`config.mk`:
```
export PLATFORM = sky130hd
export DESIGN_NAME = bemf_zero_cross_detector_top
export DESIGN_NICKNAME = d
export VERILOG_FILES = /design/src/rtl/bzcd_pkg.sv /design/src/rtl/bzcd_neutral.sv /design/src/rtl/bzcd_phase.sv /design/src/rtl/bzcd_logger.sv /design/src/rtl/bemf_zero_cross_detector_top.sv
export SDC_FILE = /design/constraint.sdc
export NUM_CORES = 1
export LEC_CHECK = 0
export BUFFER_PORTS_ARGS = -buffer_cell sky130_fd_sc_hd__buf_2
export CAP_MARGIN = 10
export CORE_MARGIN = 2
export CORE_UTILIZATION = 25
export CTS_BUF_LIST = sky130_fd_sc_hd__clkbuf_2 sky130_fd_sc_hd__clkbuf_4 sky130_fd_sc_hd__clkbuf_8
export DETAILED_ROUTE_END_ITERATION = 12
export HOLD_SLACK_MARGIN = 0.1
export PLACE_DENSITY_LB_ADDON = 0.2
export SETUP_SLACK_MARGIN = 0.5
export SYNTH_ARGS = -nofsm -noshare
export SYNTH_HDL_FRONTEND = slang
export SYNTH_SLANG_ARGS = --single-unit
```
`constraint.sdc`:
```
create_clock -name clk_i -period 12.6 [get_ports clk_i]
set_input_delay 2.52 -clock clk_i [delete_from_list [all_inputs] [get_ports clk_i]]
set_output_delay 2.52 -clock clk_i [all_outputs]
set_load 0.01 [all_outputs]
```
`src/rtl/bzcd_pkg.sv`:
```
// Shared types and constants for the back-EMF zero-crossing detector.
// No dependencies; every other file of the block imports this package.
package bzcd_pkg;

  localparam int SAMPLE_BITS_DEF = 12;
  localparam int LOG_DEPTH_DEF   = 1024;

  localparam int DEADBAND_W = 12;
  localparam int CONFIRM_W  = 4;
  localparam int DECIM_W    = 16;
  localparam int CFG_ADDR_W = 2;
  localparam int CFG_DATA_W = DECIM_W;
  localparam int COUNT_W    = 32;
  localparam int TIME_W     = 32;
  localparam int EVENT_W    = 6;
  localparam int NUM_PHASES = 3;

  localparam logic [DEADBAND_W-1:0] RST_DEADBAND = 12'd8;
  localparam logic [CONFIRM_W-1:0]  RST_CONFIRM  = 4'd3;
  localparam logic [DECIM_W-1:0]    RST_DECIM    = 16'd128;

  typedef enum logic [CFG_ADDR_W-1:0] {
    CFG_DEADBAND   = 2'd0,
    CFG_CONFIRM    = 2'd1,
    CFG_DECIMATION = 2'd2
  } cfg_idx_e;

  typedef enum logic [1:0] {
    SIGN_UNKNOWN = 2'd0,
    SIGN_LOW     = 2'd1,
    SIGN_HIGH    = 2'd2
  } sign_e;

  typedef struct packed {
    logic [DEADBAND_W-1:0] deadband;
    logic [CONFIRM_W-1:0]  confirm_count;
    logic [DECIM_W-1:0]    decimation;
  } cfg_t;

  // Crossing events of one phase for the scan being processed.
  typedef struct packed {
    logic fall;
    logic rise;
  } phase_ev_t;

endpackage

```
`src/rtl/bzcd_neutral.sv`:
```
// Virtual neutral (sum of three samples divided by three) and per-phase differences.
// Depends on bzcd_pkg.
module bzcd_neutral #(
  parameter int SB = bzcd_pkg::SAMPLE_BITS_DEF,
  parameter int DW = SB + 2
) (
  input  logic [bzcd_pkg::NUM_PHASES-1:0][SB-1:0]        sample_i,
  output logic [SB-1:0]                                  neutral_o,
  output logic signed [bzcd_pkg::NUM_PHASES-1:0][DW-1:0] diff_o
);
  import bzcd_pkg::*;

  localparam int SUM_W  = SB + 2;
  localparam int PW     = 2 * SUM_W;
  localparam int K      = SUM_W + 1;
  // Reciprocal of three, rounded up; exact for every sum below 2**SUM_W.
  localparam longint DIV3_M = ((64'd1 << K) + 64'd2) / 64'd3;

  logic [SUM_W-1:0] sum;
  logic [PW-1:0]    prod;

  assign sum       = SUM_W'(sample_i[0]) + SUM_W'(sample_i[1]) + SUM_W'(sample_i[2]);
  assign prod      = PW'(sum) * PW'(DIV3_M);
  assign neutral_o = prod[K +: SB];

  always_comb begin
    for (int i = 0; i < NUM_PHASES; i++) begin
      diff_o[i] = $signed(DW'(sample_i[i])) - $signed(DW'(neutral_o));
    end
  end

endmodule

```
`src/rtl/bzcd_phase.sv`:
```
// Schmitt qualifier of one phase: confirmed sign, confirmation run and crossing count.
// Depends on bzcd_pkg.
module bzcd_phase #(
  parameter int DW = bzcd_pkg::SAMPLE_BITS_DEF + 2
) (
  input  logic                                clk_i,
  input  logic                                rst_ni,
  input  logic                                en_i,
  input  logic signed [DW-1:0]                diff_i,
  input  logic [bzcd_pkg::DEADBAND_W-1:0]     deadband_i,
  input  logic [bzcd_pkg::CONFIRM_W-1:0]      confirm_i,
  output bzcd_pkg::phase_ev_t                 ev_o,
  output bzcd_pkg::sign_e                     sign_o,
  output logic [bzcd_pkg::COUNT_W-1:0]        count_o
);
  import bzcd_pkg::*;

  sign_e                 sign_q, sign_d;
  logic [CONFIRM_W-1:0]  run_q, run_d, run_inc, need;
  logic [COUNT_W-1:0]    count_q, count_d;
  logic signed [DW-1:0]  th, th_neg;
  logic                  looking_up, qual, confirmed;
  sign_e                 target;

  assign th     = $signed({{(DW-DEADBAND_W){1'b0}}, deadband_i});
  assign th_neg = -th;
  assign need   = (confirm_i == '0) ? CONFIRM_W'(1) : confirm_i;

  assign looking_up = (sign_q != SIGN_HIGH);
  assign qual       = looking_up ? (diff_i >= th) : (diff_i <= th_neg);
  assign target     = looking_up ? SIGN_HIGH : SIGN_LOW;

  always_comb begin
    if (!qual) begin
      run_inc = '0;
    end else if (run_q < need) begin
      run_inc = run_q + 1'b1;
    end else begin
      run_inc = run_q;
    end
    confirmed = (run_inc >= need);
    run_d     = confirmed ? '0 : run_inc;
    sign_d    = confirmed ? target : sign_q;
    ev_o.rise = confirmed && (sign_q != target) && looking_up;
    ev_o.fall = confirmed && (sign_q != target) && !looking_up;
    count_d   = (ev_o.rise || ev_o.fall) ? count_q + 1'b1 : count_q;
  end

  always_ff @(posedge clk_i or negedge rst_ni) begin
    if (!rst_ni) begin
      sign_q  <= SIGN_UNKNOWN;
      run_q   <= '0;
      count_q <= '0;
    end else if (en_i) begin
      sign_q  <= sign_d;
      run_q   <= run_d;
      count_q <= count_d;
    end
  end

  assign sign_o  = sign_q;
  assign count_o = count_q;

  a_count_step: assert property (@(posedge clk_i) disable iff (!rst_ni)
    en_i && (ev_o.rise || ev_o.fall) |=> count_q == $past(count_q) + 32'd1)
    else $error("crossing count did not step on a confirmed crossing");

  a_run_bounded: assert property (@(posedge clk_i) disable iff (!rst_ni)
    en_i |=> run_q < $past(need))
    else $error("confirmation run reached the confirm count without a crossing");

endmodule

```
`src/rtl/bzcd_logger.sv`:
```
// Decimation counter, pending-event accumulator and log ring slot.
// Depends on bzcd_pkg.
module bzcd_logger #(
  parameter int LOG_DEPTH = bzcd_pkg::LOG_DEPTH_DEF,
  parameter int SW        = $clog2(LOG_DEPTH)
) (
  input  logic                            clk_i,
  input  logic                            rst_ni,
  input  logic                            en_i,
  input  logic [bzcd_pkg::DECIM_W-1:0]    decimation_i,
  input  logic [bzcd_pkg::EVENT_W-1:0]    ev_i,
  output logic                            strobe_o,
  output logic [bzcd_pkg::EVENT_W-1:0]    log_events_o,
  output logic [SW-1:0]                   log_slot_o
);
  import bzcd_pkg::*;

  logic [DECIM_W-1:0] dcnt_q, dcnt_d, dcnt_inc;
  logic [EVENT_W-1:0] pend_q, pend_d, pend_or;
  logic [SW-1:0]      slot_q, slot_d;

  always_comb begin
    dcnt_inc     = dcnt_q + 1'b1;
    strobe_o     = (dcnt_inc >= decimation_i) || (dcnt_inc == '0);
    pend_or      = pend_q | ev_i;
    dcnt_d       = strobe_o ? '0 : dcnt_inc;
    pend_d       = strobe_o ? '0 : pend_or;
    log_events_o = strobe_o ? pend_or : '0;
    log_slot_o   = strobe_o ? slot_q : '0;
    if (!strobe_o) begin
      slot_d = slot_q;
    end else if (slot_q == SW'(LOG_DEPTH - 1)) begin
      slot_d = '0;
    end else begin
      slot_d = slot_q + 1'b1;
    end
  end

  always_ff @(posedge clk_i or negedge rst_ni) begin
    if (!rst_ni) begin
      dcnt_q <= '0;
      pend_q <= '0;
      slot_q <= '0;
    end else if (en_i) begin
      dcnt_q <= dcnt_d;
      pend_q <= pend_d;
      slot_q <= slot_d;
    end
  end

  a_slot_range: assert property (@(posedge clk_i) disable iff (!rst_ni)
    slot_q <= SW'(LOG_DEPTH - 1))
    else $error("log slot beyond ring depth");

endmodule

```
`src/rtl/bemf_zero_cross_detector_top.sv`:
```
// Back-EMF zero-crossing detector, top level: input register, configuration, result register.
// Depends on bzcd_pkg, bzcd_neutral, bzcd_phase and bzcd_logger.
//
// Takes one three-phase scan per clock cycle unless the sink stalls, and returns one result
// item per scan, in order. An accepted scan sits in the input register; the neutral, the
// three phase qualifiers and the log bookkeeping then update together as it moves into the
// result register, and a full stream runs at one item per cycle as long as the sink keeps
// tready high. The sign and crossing-count fields come straight from the qualifier state,
// which only advances when a new result is loaded. Configuration writes are always
// accepted and take effect on the next scan processed.
module bemf_zero_cross_detector_top #(
  parameter int SAMPLE_BITS = bzcd_pkg::SAMPLE_BITS_DEF,
  parameter int LOG_DEPTH   = bzcd_pkg::LOG_DEPTH_DEF,
  localparam int SW         = $clog2(LOG_DEPTH),
  localparam int IN_RAW     = 3 * SAMPLE_BITS + bzcd_pkg::TIME_W,
  localparam int IN_W       = ((IN_RAW + 7) / 8) * 8,
  localparam int OUT_RAW    = SAMPLE_BITS + 3 * bzcd_pkg::EVENT_W + SW + bzcd_pkg::TIME_W
                              + 3 * bzcd_pkg::COUNT_W,
  localparam int OUT_W      = ((OUT_RAW + 7) / 8) * 8
) (
  input  logic                              clk_i,
  input  logic                              rst_ni,
  input  logic                              s_axis_tvalid_i,
  output logic                              s_axis_tready_o,
  // sample_a, sample_b, sample_c, timestamp_us, zero pad
  input  logic [IN_W-1:0]                   s_axis_tdata_i,
  output logic                              m_axis_tvalid_o,
  input  logic                              m_axis_tready_i,
  // neutral, events_now, sign_state, log_events, log_slot, log_time,
  // crossings_a, crossings_b, crossings_c, zero pad
  output logic [OUT_W-1:0]                  m_axis_tdata_o,
  // log_strobe
  output logic                              m_axis_tuser_o,
  input  logic                              cfg_valid_i,
  output logic                              cfg_ready_o,
  input  logic [bzcd_pkg::CFG_ADDR_W-1:0]   cfg_addr_i,
  input  logic [bzcd_pkg::CFG_DATA_W-1:0]   cfg_data_i
);
  import bzcd_pkg::*;

  localparam int SB = SAMPLE_BITS;
  localparam int DW = ((SB > DEADBAND_W) ? SB : DEADBAND_W) + 2;

  cfg_t cfg_q;

  logic                           in_valid_q;
  logic [NUM_PHASES-1:0][SB-1:0]  sample_q;
  logic [TIME_W-1:0]              ts_q;

  logic                           out_valid_q;
  logic [SB-1:0]                  neutral_q;
  logic [EVENT_W-1:0]             ev_q;
  logic                           strobe_q;
  logic [EVENT_W-1:0]             log_ev_q;
  logic [SW-1:0]                  log_slot_q;
  logic [TIME_W-1:0]              log_time_q;

  logic                           adv, load_in;
  logic [SB-1:0]                  neutral;
  logic signed [NUM_PHASES-1:0][DW-1:0] diff;
  phase_ev_t [NUM_PHASES-1:0]     pev;
  sign_e [NUM_PHASES-1:0]         sign;
  logic [NUM_PHASES-1:0][COUNT_W-1:0] count;
  logic [EVENT_W-1:0]             ev_now, sign_state;
  logic                           strobe;
  logic [EVENT_W-1:0]             log_ev;
  logic [SW-1:0]                  log_slot;

  // ---------------- configuration ----------------
  assign cfg_ready_o = 1'b1;

  always_ff @(posedge clk_i or negedge rst_ni) begin
    if (!rst_ni) begin
      cfg_q.deadband      <= RST_DEADBAND;
      cfg_q.confirm_count <= RST_CONFIRM;
      cfg_q.decimation    <= RST_DECIM;
    end else if (cfg_valid_i) begin
      case (cfg_idx_e'(cfg_addr_i))
        CFG_DEADBAND:   cfg_q.deadband      <= cfg_data_i[DEADBAND_W-1:0];
        CFG_CONFIRM:    cfg_q.confirm_count <= cfg_data_i[CONFIRM_W-1:0];
        CFG_DECIMATION: cfg_q.decimation    <= cfg_data_i[DECIM_W-1:0];
        default: begin
        end
      endcase
    end
  end

  // ---------------- handshake ----------------
  assign adv             = in_valid_q && (!out_valid_q || m_axis_tready_i);
  assign s_axis_tready_o = !in_valid_q || adv;
  assign load_in         = s_axis_tvalid_i && s_axis_tready_o;

  always_ff @(posedge clk_i or negedge rst_ni) begin
    if (!rst_ni) begin
      in_valid_q  <= 1'b0;
      out_valid_q <= 1'b0;
    end else begin
      if (load_in) begin
        in_valid_q <= 1'b1;
      end else if (adv) begin
        in_valid_q <= 1'b0;
      end
      if (adv) begin
        out_valid_q <= 1'b1;
      end else if (m_axis_tready_i) begin
        out_valid_q <= 1'b0;
      end
    end
  end

  always_ff @(posedge clk_i) begin
    if (load_in) begin
      sample_q[0] <= s_axis_tdata_i[0 +: SB];
      sample_q[1] <= s_axis_tdata_i[SB +: SB];
      sample_q[2] <= s_axis_tdata_i[2*SB +: SB];
      ts_q        <= s_axis_tdata_i[3*SB +: TIME_W];
    end
  end

  // ---------------- datapath ----------------
  bzcd_neutral #(.SB(SB), .DW(DW)) u_neutral (
    .sample_i  (sample_q),
    .neutral_o (neutral),
    .diff_o    (diff)
  );

  for (genvar p = 0; p < NUM_PHASES; p++) begin : g_phase
    bzcd_phase #(.DW(DW)) u_phase (
      .clk_i      (clk_i),
      .rst_ni     (rst_ni),
      .en_i       (adv),
      .diff_i     (diff[p]),
      .deadband_i (cfg_q.deadband),
      .confirm_i  (cfg_q.confirm_count),
      .ev_o       (pev[p]),
      .sign_o     (sign[p]),
      .count_o    (count[p])
    );
    assign ev_now[2*p +: 2]     = {pev[p].fall, pev[p].rise};
    assign sign_state[2*p +: 2] = sign[p];
  end

  bzcd_logger #(.LOG_DEPTH(LOG_DEPTH), .SW(SW)) u_logger (
    .clk_i        (clk_i),
    .rst_ni       (rst_ni),
    .en_i         (adv),
    .decimation_i (cfg_q.decimation),
    .ev_i         (ev_now),
    .strobe_o     (strobe),
    .log_events_o (log_ev),
    .log_slot_o   (log_slot)
  );

  always_ff @(posedge clk_i) begin
    if (adv) begin
      neutral_q  <= neutral;
      ev_q       <= ev_now;
      strobe_q   <= strobe;
      log_ev_q   <= log_ev;
      log_slot_q <= log_slot;
      log_time_q <= strobe ? ts_q : '0;
    end
  end

  assign m_axis_tvalid_o = out_valid_q;
  assign m_axis_tuser_o  = strobe_q;
  assign m_axis_tdata_o  = OUT_W'({count[2], count[1], count[0], log_time_q, log_slot_q,
                                   log_ev_q, sign_state, ev_q, neutral_q});

  // ---------------- checks ----------------
  a_rise_sign: assert property (@(posedge clk_i) disable iff (!rst_ni)
    out_valid_q && ev_q[0] |-> sign[0] == SIGN_HIGH)
    else $error("phase A rise reported without a high sign");

  a_one_edge: assert property (@(posedge clk_i) disable iff (!rst_ni)
    out_valid_q |-> !(ev_q[0] && ev_q[1]) && !(ev_q[2] && ev_q[3]) && !(ev_q[4] && ev_q[5]))
    else $error("rise and fall on the same phase in one scan");

  a_log_idle: assert property (@(posedge clk_i) disable iff (!rst_ni)
    out_valid_q && !strobe_q |-> log_ev_q == '0 && log_time_q == '0 && log_slot_q == '0)
    else $error("log fields set without a log strobe");

  a_ev_in_log: assert property (@(posedge clk_i) disable iff (!rst_ni)
    out_valid_q && strobe_q |-> (ev_q & ~log_ev_q) == '0)
    else $error("scan events missing from the log entry");

endmodule

```
==> impl_metrics.json, run 1 <==
{
  "cp_max_fo": 4,
  "start_util_pct": 25.3,
  "area_growth_pct": 39.0,
  "htree_num_levels": 2,
  "fp.dieH_um": 293,
  "r2r.worst_path.cells": 63,
  "synth-seq-area-share_pct": 41.1,
  "place_area_sq_um": 25900,
  "clock_skew_ns": 0.0442,
  "period_needed_ns": 12.84,
  "die_x_um": 293,
  "gp_congestion": 0.865,
  "pin_count": 267,
  "fin_area_sq_um": 29000,
  "status": "finished with violations",
  "drc_errors": 0,
  "multi_input_area_sq_um": 12800,
  "synth.avg_cell_area_sq_um": 10.7,
  "clk_path_buf_depth": 3,
  "min_path_cells": 1,
  "synthFlopType": "dfrtp_1",
  "synth_edf_count": 135,
  "ys_top_cells_by_area": "dfrtp_1, edfxtp_1, ha_1",
  "overflow": 0,
  "synth-seq-cells": 315,
  "max_freq_ghz": 0.0779,
  "antenna_found_initial": 8,
  "synthCells": 1941,
  "viasPerCell": 4.40,
  "end_kind": "flip-flop",
  "clkTransAtPathRegs_ns": 0.06,
  "drv_cap": 0,
  "reg2reg_to": "g_phase[1].u_phase.count_o[30]",
  "port_buffers": 261,
  "final_cell_mix": "buf_4, buf_2, ha_1, inv_1, dfrtp_1",
  "rrSetupSlack_ns": -0.24,
  "grt_max_degree": 69,
  "yosysWarnings": 0,
  "period_share_pct": 102,
  "final_layout_size_suffix_gt1_share_pct": 38.6,
  "clk_root_buffer_cell": "clkbuf_8",
  "fillCellCount": 8293,
  "wl_mm": 59.2,
  "setup_viol": 65,
  "violations": "setup timing",
  "setup_tns_ns": -7.68,
  "cts_made_buffers": 60,
  "ys_types": 75,
  "crit_end": "g_phase[1].u_phase.count_o[30]",
  "yosys.area.top_type": "dfrtp_1",
  "relSlewSlack_pct": 35.0,
  "layout_commonest_cell": "buf_4",
  "layout.nets": 3008,
  "hold_class": "reg -> reg",
  "rsz0062_at_grt": "true",
  "path_class": "reg -> reg",
  "cts_tree": "done",
  "num_vias": 16400,
  "synth-async-reset-ratio_pct": 57.1,
  "maxSlewViolCount": 0,
  "drt_iter0_markers": 558,
  "rr_startpoint": "sample_q[0]",
  "cp_slowest_cell": "fa_1",
  "seq_area_sq_um": 8560,
  "die-area_sq_um": 85700,
  "worstMarginPinSlew_ns": 0.976,
  "place_hpwl_mm": 45.9,
  "synth_top_area_share_pct": 21.1,
  "hold_viol_final": 0,
  "coreArea_sq_um": 82200,
  "grt_pass1_wl_mm": 94.0,
  "insertion_delay_ns": 0.70,
  "rows": 105,
  "setup_ws_ns": -0.242,
  "ant_nets": 0,
  "cts.sinks": 315,
  "wl_per_cell_um": 15.9,
  "syn-num-nets": 2350,
  "grt_pass1_vias": 17400,
  "firstDrtPassIters": 4,
  "cp-startpoint": "sample_q[0]",
  "cp.arrival_ns": 13.43,
  "grt_util_all_layers_pct": 13.8,
  "required_ns": 13.19,
  "start_kind": "flip-flop",
  "max_stage_delay_ns": 0.54,
  "syn_area_sq_um": 20800
}
state kept, by name, summed over array words and instances (netlist names):
| register | count |
|---|---|
| g_phase.u_phase.count_o | 96 |
| g_phase.u_phase.sign_o | 6 |
| ts_q | 32 |
| neutral_q | 12 |
| u_logger.dcnt_q | 16 |
| cfg_q | 32 |
| in_valid_q | 1 |
| sample_q | 36 |
| g_phase.u_phase.run_q | 12 |
| u_logger.pend_q | 6 |
| m_axis_tvalid_o | 1 |
| ev_q | 6 |
| u_logger.slot_q | 10 |
| log_slot_q | 10 |
| log_ev_q | 6 |
| log_time_q | 32 |
| m_axis_tuser_o | 1 |
logic make-up after synthesis:
logic type / after synthesis / synth area share (%)
buffers and inverters: 225 / 4.11
DFF: 315 / 41.1
muxes: 28 / 1.50
AOI/OAI and AO/OA: 315 / 10.1
adders and majority gates: 340 / 22.4
and+or+nand+nor: 518 / 12.5
other: 1 / 0.0180
xor gates and xnor gates: 199 / 8.36
synth_stat cells (10+ instances only):
library cell,n
a21oi_1,76
xnor2_1,145
ha_1,253
nor2b_1,16
maj3_2,14
dfrtp_1,176
and2_1,49
o31ai_1,12
nand2b_1,31
o21a_1,10
xor2_1,54
maj3_1,12
nand3_1,50
nor2_1,97
mux2_2,26
nor3_1,18
edfxtp_1,135
and3_1,38
nand2_1,142
clkbuf_1,20
fa_1,61
o21ai_0,62
inv_1,201
nand4_1,41
a21o_1,68
cell type report:
type	count	share of cell area, %
Tap cell	1070	4.62
Antenna cell	3	0.0259
Multi-Input combinational cell	1401	44.2
Clock inverter	23	0.674
Sequential cell	315	29.6
Timing Repair Buffer	620	14.4
Inverter	201	2.63
Clock buffer	90	3.93
worst min-delay path by stage:
stage	slack [ns]	end	start
floorplan	0.46	m_axis_tvalid_o	in_valid_q
global placement	0.45	g_phase[2].u_phase.count_o[31]	g_phase[2].u_phase.count_o[31]
detailed placement	0.45	g_phase[0].u_phase.count_o[31]	g_phase[0].u_phase.count_o[31]
CTS	0.46	g_phase[0].u_phase.count_o[31]	g_phase[0].u_phase.count_o[31]
global route	0.48	g_phase[1].u_phase.count_o[31]	g_phase[1].u_phase.count_o[31]
finish	0.46	g_phase[0].u_phase.count_o[31]	g_phase[0].u_phase.count_o[31]
what timing repair did:
item / 4_1_cts / 5_1_grt
hold buffers: 0 / 0
resized for setup: 181 / 68
setup endpoints to repair: 132 / 132
buffers inserted: 56 / 24
pin swaps: 125 / 79
worst max-delay path, delay by kind of cell (launching register included):
kind / cells / cell delay, ns
fa+ha+maj: 17 / 5.74
xor+xnor: 5 / 0.85
compound gates: 17 / 2.66
simple gates: 17 / 2.54
buf+inv: 7 / 0.58
flops: 1 / 0.36
stage by stage:
stage	cells	worst slack (ns)	hold WS, ns	util, %
detailed placement	3527	-0.827	0.454	31.5
floorplan	1941	0.265	0.457	-
finish	3723	-0.242	0.462	35.2
global placement	3527	-0.776	0.448	31.5
CTS	3696	-0.236	0.463	34.6
global route	3722	-0.942	0.485	35.2
per-layer routing:
layer / wire length, um / GRT usage (%) / share of wire, %
met5: 62 / 0 / 0.10
met4: 1350 / 3.68 / 2.3
met2: 28900 / 24.1 / 49
met1: 26200 / 17.3 / 44
met3: 2570 / 2.94 / 4.3
Power of run 1 is not shown: default switching activity piles up to over one toggle a cycle in this logic, so the estimate is an artifact.
==> run 2: changes to the inputs <==
CORE_UTILIZATION = 50   (was 25)
==> impl_metrics.json, run 2 (synthesis gave the netlist of run 1 again) <==
{
  "period_share_pct": 104,
  "largest_register_ffs": 96,
  "area_growth_pct": 31.2,
  "crit_top_cell": "a21o_1",
  "cts_tree": "done",
  "grt_max_degree": 115,
  "cp.arrival_ns": 13.69,
  "cts.sinks": 315,
  "port_buffers": 261,
  "insertion_delay_ns": 0.66,
  "setup_tns_ns": -19.20,
  "grt_util_all_layers_pct": 24.6,
  "rows": 74,
  "setup_ws_ns": -0.563,
  "start_kind": "flip-flop",
  "holdPathEnd": "g_phase[0].u_phase.count_o[31]",
  "relSlewSlack_pct": 37.1,
  "path_class": "reg -> reg",
  "layout.nets": 2941,
  "overflow": 0,
  "clk_path_buf_depth": 3,
  "setup_viol": 77,
  "min_from": "g_phase[0].u_phase.count_o[31]",
  "r2r.worst_path.cells": 63,
  "period_needed_ns": 13.16,
  "die-area_sq_um": 43300,
  "viasPerCell": 5.27,
  "coreArea_sq_um": 41000,
  "hold_class": "reg -> reg",
  "start_util_pct": 50.8,
  "diodes": 0,
  "ant_nets": 0,
  "gp_congestion": 0.901,
  "die_x_um": 208,
  "final_layout_size_suffix_gt1_share_pct": 35.3,
  "firstDrtPassIters": 5,
  "layout_commonest_cell": "buf_4",
  "max_stage_delay_ns": 0.56,
  "wl_per_cell_um": 17.0,
  "drv_cap": 0,
  "min_path_cells": 1,
  "htree_num_levels": 2,
  "end_kind": "flip-flop",
  "violations": "setup timing",
  "place_hpwl_mm": 39.6,
  "status": "finished with violations",
  "fp.dieH_um": 208,
  "clk_root_buffer_cell": "clkbuf_8",
  "reg2reg_to": "g_phase[0].u_phase.count_o[31]",
  "cp_top_family": "adder cells",
  "hold_viol_final": 0,
  "cp_max_fo": 4,
  "worstMarginPinSlew_ns": 0.943,
  "clock_skew_ns": 0.0269,
  "grt_pass1_wl_mm": 86.0,
  "rr_startpoint": "sample_q[0]",
  "cp_slowest_cell": "fa_1",
  "drc_errors": 0,
  "cts_made_buffers": 54,
  "required_ns": 13.13,
  "rrSetupSlack_ns": -0.56,
  "num_vias": 16400,
  "clkTransAtPathRegs_ns": 0.06,
  "wl_mm": 52.8,
  "crit_buf_inv": 6,
  "antenna_found_initial": 3,
  "max_freq_ghz": 0.0760,
  "pin_count": 267,
  "holdBufCountCts": 0,
  "maxSlewViolCount": 0,
  "grt_pass1_vias": 17100,
  "drt_iter0_markers": 922,
  "final_cell_mix": "buf_4, buf_2, ha_1, inv_1, dfrtp_1",
  "rsz0062_at_grt": "true"
}
==> run 2: cell count changes in the layout (fill, tap and decap cells not counted), sizes merged <==
cell,previous run,this run
clkinv,19,12
bufinv,1,6
buf,619,558
clkbuf,91,81
inv,201,203
diode,3,0
clkinvlp,3,2
==> run 2: routing by layer <==
metal	vias to the layer above	global-route usage, %	share of wire [%]
li1	7989	-	-
met1	7901	31.2	43
met2	368	42.1	49
met3	116	4.35	4.3
met4	6	9.20	3.4
met5	-	0	0.076
==> run 2: how the worst max path moves through the flow <==
| stage | depth (start not counted) | startpoint | end | slack (ns) |
|---|---|---|---|---|
| final | 63 | sample_q[0] | g_phase[0].u_phase.count_o[31] | -0.56 |
| after global routing | 65 | sample_q[12] | g_phase[0].u_phase.count_o[31] | -1.08 |
| after CTS | 66 | sample_q[0] | g_phase[0].u_phase.count_o[31] | -0.48 |
| after detailed placement | 63 | sample_q[0] | g_phase[0].u_phase.count_o[31] | -0.96 |
| after global placement | 63 | sample_q[0] | g_phase[0].u_phase.count_o[31] | -0.68 |
| after floorplan | 62 | sample_q[13] | g_phase[0].u_phase.count_o[31] | 0.27 |
==> run 2: layout make-up <==
cell class / count / area [sq um]
clock inverter: 22 / 290
timing repair buffer: 559 / 3620
multi-input combinational: 1401 / 12500
clock buffer: 80 / 970
fill: 3220 / 13700
inverter: 201 / 758
tap: 532 / 666
sequential: 315 / 8560
==> run 2: worst reg2reg max path, delay by kind of cell (launching register included) <==
family                     cells  cell delay [ns]
AOI/OAI and AO/OA             23             3.34
and+or+nand+nor               13             2.35
xor gates and xnor gates       5             0.81
adders and majority gates     16             5.72
buffers and inverters          6             0.49
DFF                            1             0.38
==> run 2: through the flow <==
step	cells	hold slack, ns	utilization [%]	worst slack, ns	cell area [sq um]
6_report	3110	0.457	66.7	-0.563	27300
5_1_grt	3110	0.481	66.7	-1.08	27300
4_1_cts	3098	0.464	66.1	-0.484	27100
3_5_place_dp	2944	0.456	60.6	-0.955	24900
3_3_place_gp	2944	0.449	60.6	-0.683	24900
2_1_floorplan	1941	0.457	-	0.265	21200
==> run 2: what timing repair did <==
| item | in CTS | in global routing |
|---|---|---|
| resized for setup | 135 | 33 |
| setup buffers | 50 | 12 |
| pin swaps | 142 | 63 |
| hold endpoints to repair | 0 | 0 |
| setup endpoints to repair | 132 | 132 |
| cloned | 2 | 0 |
Power of run 2 is left out for the same reason.
==> run 3: changes to the inputs <==
PLACE_DENSITY = 0.73   (was default)
PLACE_DENSITY_LB_ADDON = default   (was 0.2)
==> impl_metrics.json, run 3 (synthesis gave the netlist of run 1 again) <==
{
  "reg2reg_to": "g_phase[1].u_phase.count_o[31]",
  "clock_skew_ns": 0.0410,
  "rows": 74,
  "grt.met1_usage_pct": 30.3,
  "min_path_cells": 1,
  "met2_usage_pct": 42.4,
  "seq_area_sq_um": 8560,
  "worstMarginPinSlew_ns": 0.856,
  "viasPerCell": 5.37,
  "pre_cts_slack_ns": -0.711,
  "start_util_pct": 50.8,
  "drt_iter0_markers": 964,
  "rsz0062_at_grt": "true",
  "grt_util_all_layers_pct": 24.6,
  "status": "finished with violations",
  "end_kind": "flip-flop",
  "final_util_pct": 66.4,
  "port_buffers": 261,
  "final_layout_size_suffix_gt1_share_pct": 35.4,
  "wl_per_cell_um": 17.2,
  "period_share_pct": 103,
  "cts_tree": "done",
  "cp-startpoint": "sample_q[12]",
  "grt_pass1_wl_mm": 86.1,
  "top_usage_layer": "met2",
  "start_kind": "flip-flop",
  "required_ns": 13.08,
  "maxSlewViolCount": 0,
  "cp_slowest_cell": "fa_1",
  "clkTransAtPathRegs_ns": 0.06,
  "relSlewSlack_pct": 42.9,
  "cp_max_fo": 5,
  "rrSetupSlack_ns": -0.37,
  "path_class": "reg -> reg",
  "grt_use_met3_pct": 4.57,
  "clk_root_buffer_cell": "clkbuf_8",
  "insertion_delay_ns": 0.63,
  "cp.arrival_ns": 13.46,
  "final_cell_mix": "buf_4, buf_2, ha_1, inv_1, dfrtp_1",
  "die-area_sq_um": 43300,
  "fp.dieH_um": 208,
  "overflow": 0,
  "setup_ws_ns": -0.373,
  "wl_mm": 53.4,
  "r2r.worst_path.cells": 62,
  "coreArea_sq_um": 41000,
  "area_growth_pct": 30.7,
  "setup_viol": 57,
  "layout_commonest_cell": "buf_4",
  "clk_path_buf_depth": 3,
  "hold_viol_final": 0,
  "die_x_um": 208,
  "violations": "setup timing",
  "largest_register_ffs": 96,
  "period_needed_ns": 12.97,
  "htree_num_levels": 2,
  "ant_nets": 0,
  "pin_count": 267,
  "drc_errors": 0,
  "place_hpwl_mm": 40.1,
  "cts.sinks": 315,
  "rr_startpoint": "sample_q[12]",
  "multi_input_area_sq_um": 12600,
  "antenna_found_initial": 3,
  "crit_top_cell": "a21o_1",
  "max_stage_delay_ns": 0.56,
  "hold_class": "reg -> reg",
  "diodes": 0,
  "fillCellCount": 3137,
  "cts_made_buffers": 53,
  "gp_congestion": 0.901,
  "num_vias": 16600,
  "grt_pass1_vias": 17400,
  "grt_max_degree": 65,
  "crit_end": "g_phase[1].u_phase.count_o[31]",
  "drv_cap": 0,
  "firstDrtPassIters": 5,
  "layout.nets": 2930,
  "max_freq_ghz": 0.0771
}
run 3: metal layers:
layer  up-vias  part of all wire (%)  wire (um)
li1       7953                     -          -
met1      8102                    42      22400
met2       416                    49      26400
met3       140                   4.8       2540
met4         4                   3.9       2060
met5         -                 0.039         21
run 3: cell type report:
type / count / share of cell area (%)
Multi-Input combinational cell: 1401 / 46.2
Sequential cell: 315 / 31.4
Timing Repair Buffer: 549 / 12.9
Clock buffer: 77 / 3.57
Inverter: 201 / 2.77
Tap cell: 532 / 2.44
Clock inverter: 21 / 0.666
run 3: how the worst min path moves through the flow:
stage | startpoint | endpoint | slack [ns]
6_report | g_phase[2].u_phase.count_o[31] | g_phase[2].u_phase.count_o[31] | 0.45
5_1_grt | g_phase[2].u_phase.count_o[31] | g_phase[2].u_phase.count_o[31] | 0.49
4_1_cts | g_phase[2].u_phase.count_o[31] | g_phase[2].u_phase.count_o[31] | 0.46
3_5_place_dp | g_phase[2].u_phase.count_o[31] | g_phase[2].u_phase.count_o[31] | 0.45
3_3_place_gp | g_phase[2].u_phase.count_o[31] | g_phase[2].u_phase.count_o[31] | 0.45
2_1_floorplan | in_valid_q | m_axis_tvalid_o | 0.46
run 3: critical path: cells and delay by family (launching register included):
| family | cells | cell delay (ns) |
|---|---|---|
| buffers and inverters | 6 | 0.53 |
| DFF | 1 | 0.35 |
| xor gates and xnor gates | 4 | 0.64 |
| AOI/OAI and AO/OA | 16 | 2.45 |
| adders and majority gates | 18 | 6.29 |
| and+or+nand+nor | 18 | 2.57 |
run 3: per-stage QoR:
stage | cell area (sq um) | cells | hold WS [ns] | setup TNS, ns
floorplan | 21200 | 1941 | 0.457 | 0
global placement | 24800 | 2935 | 0.451 | -19.54
detailed placement | 24800 | 2935 | 0.454 | -36.73
CTS | 26700 | 3076 | 0.462 | -9.19
global route | 27200 | 3096 | 0.488 | -64.54
finish | 27200 | 3096 | 0.453 | -11.35
run 3: what timing repair did:
action / in CTS / in global routing
gates resized for setup: 78 / 100
endpoints found under the setup margin: 132 / 132
hold buffers: 0 / 0
pin swaps: 121 / 99
setup buffers: 43 / 20
Power of run 3 is left out for the same reason.
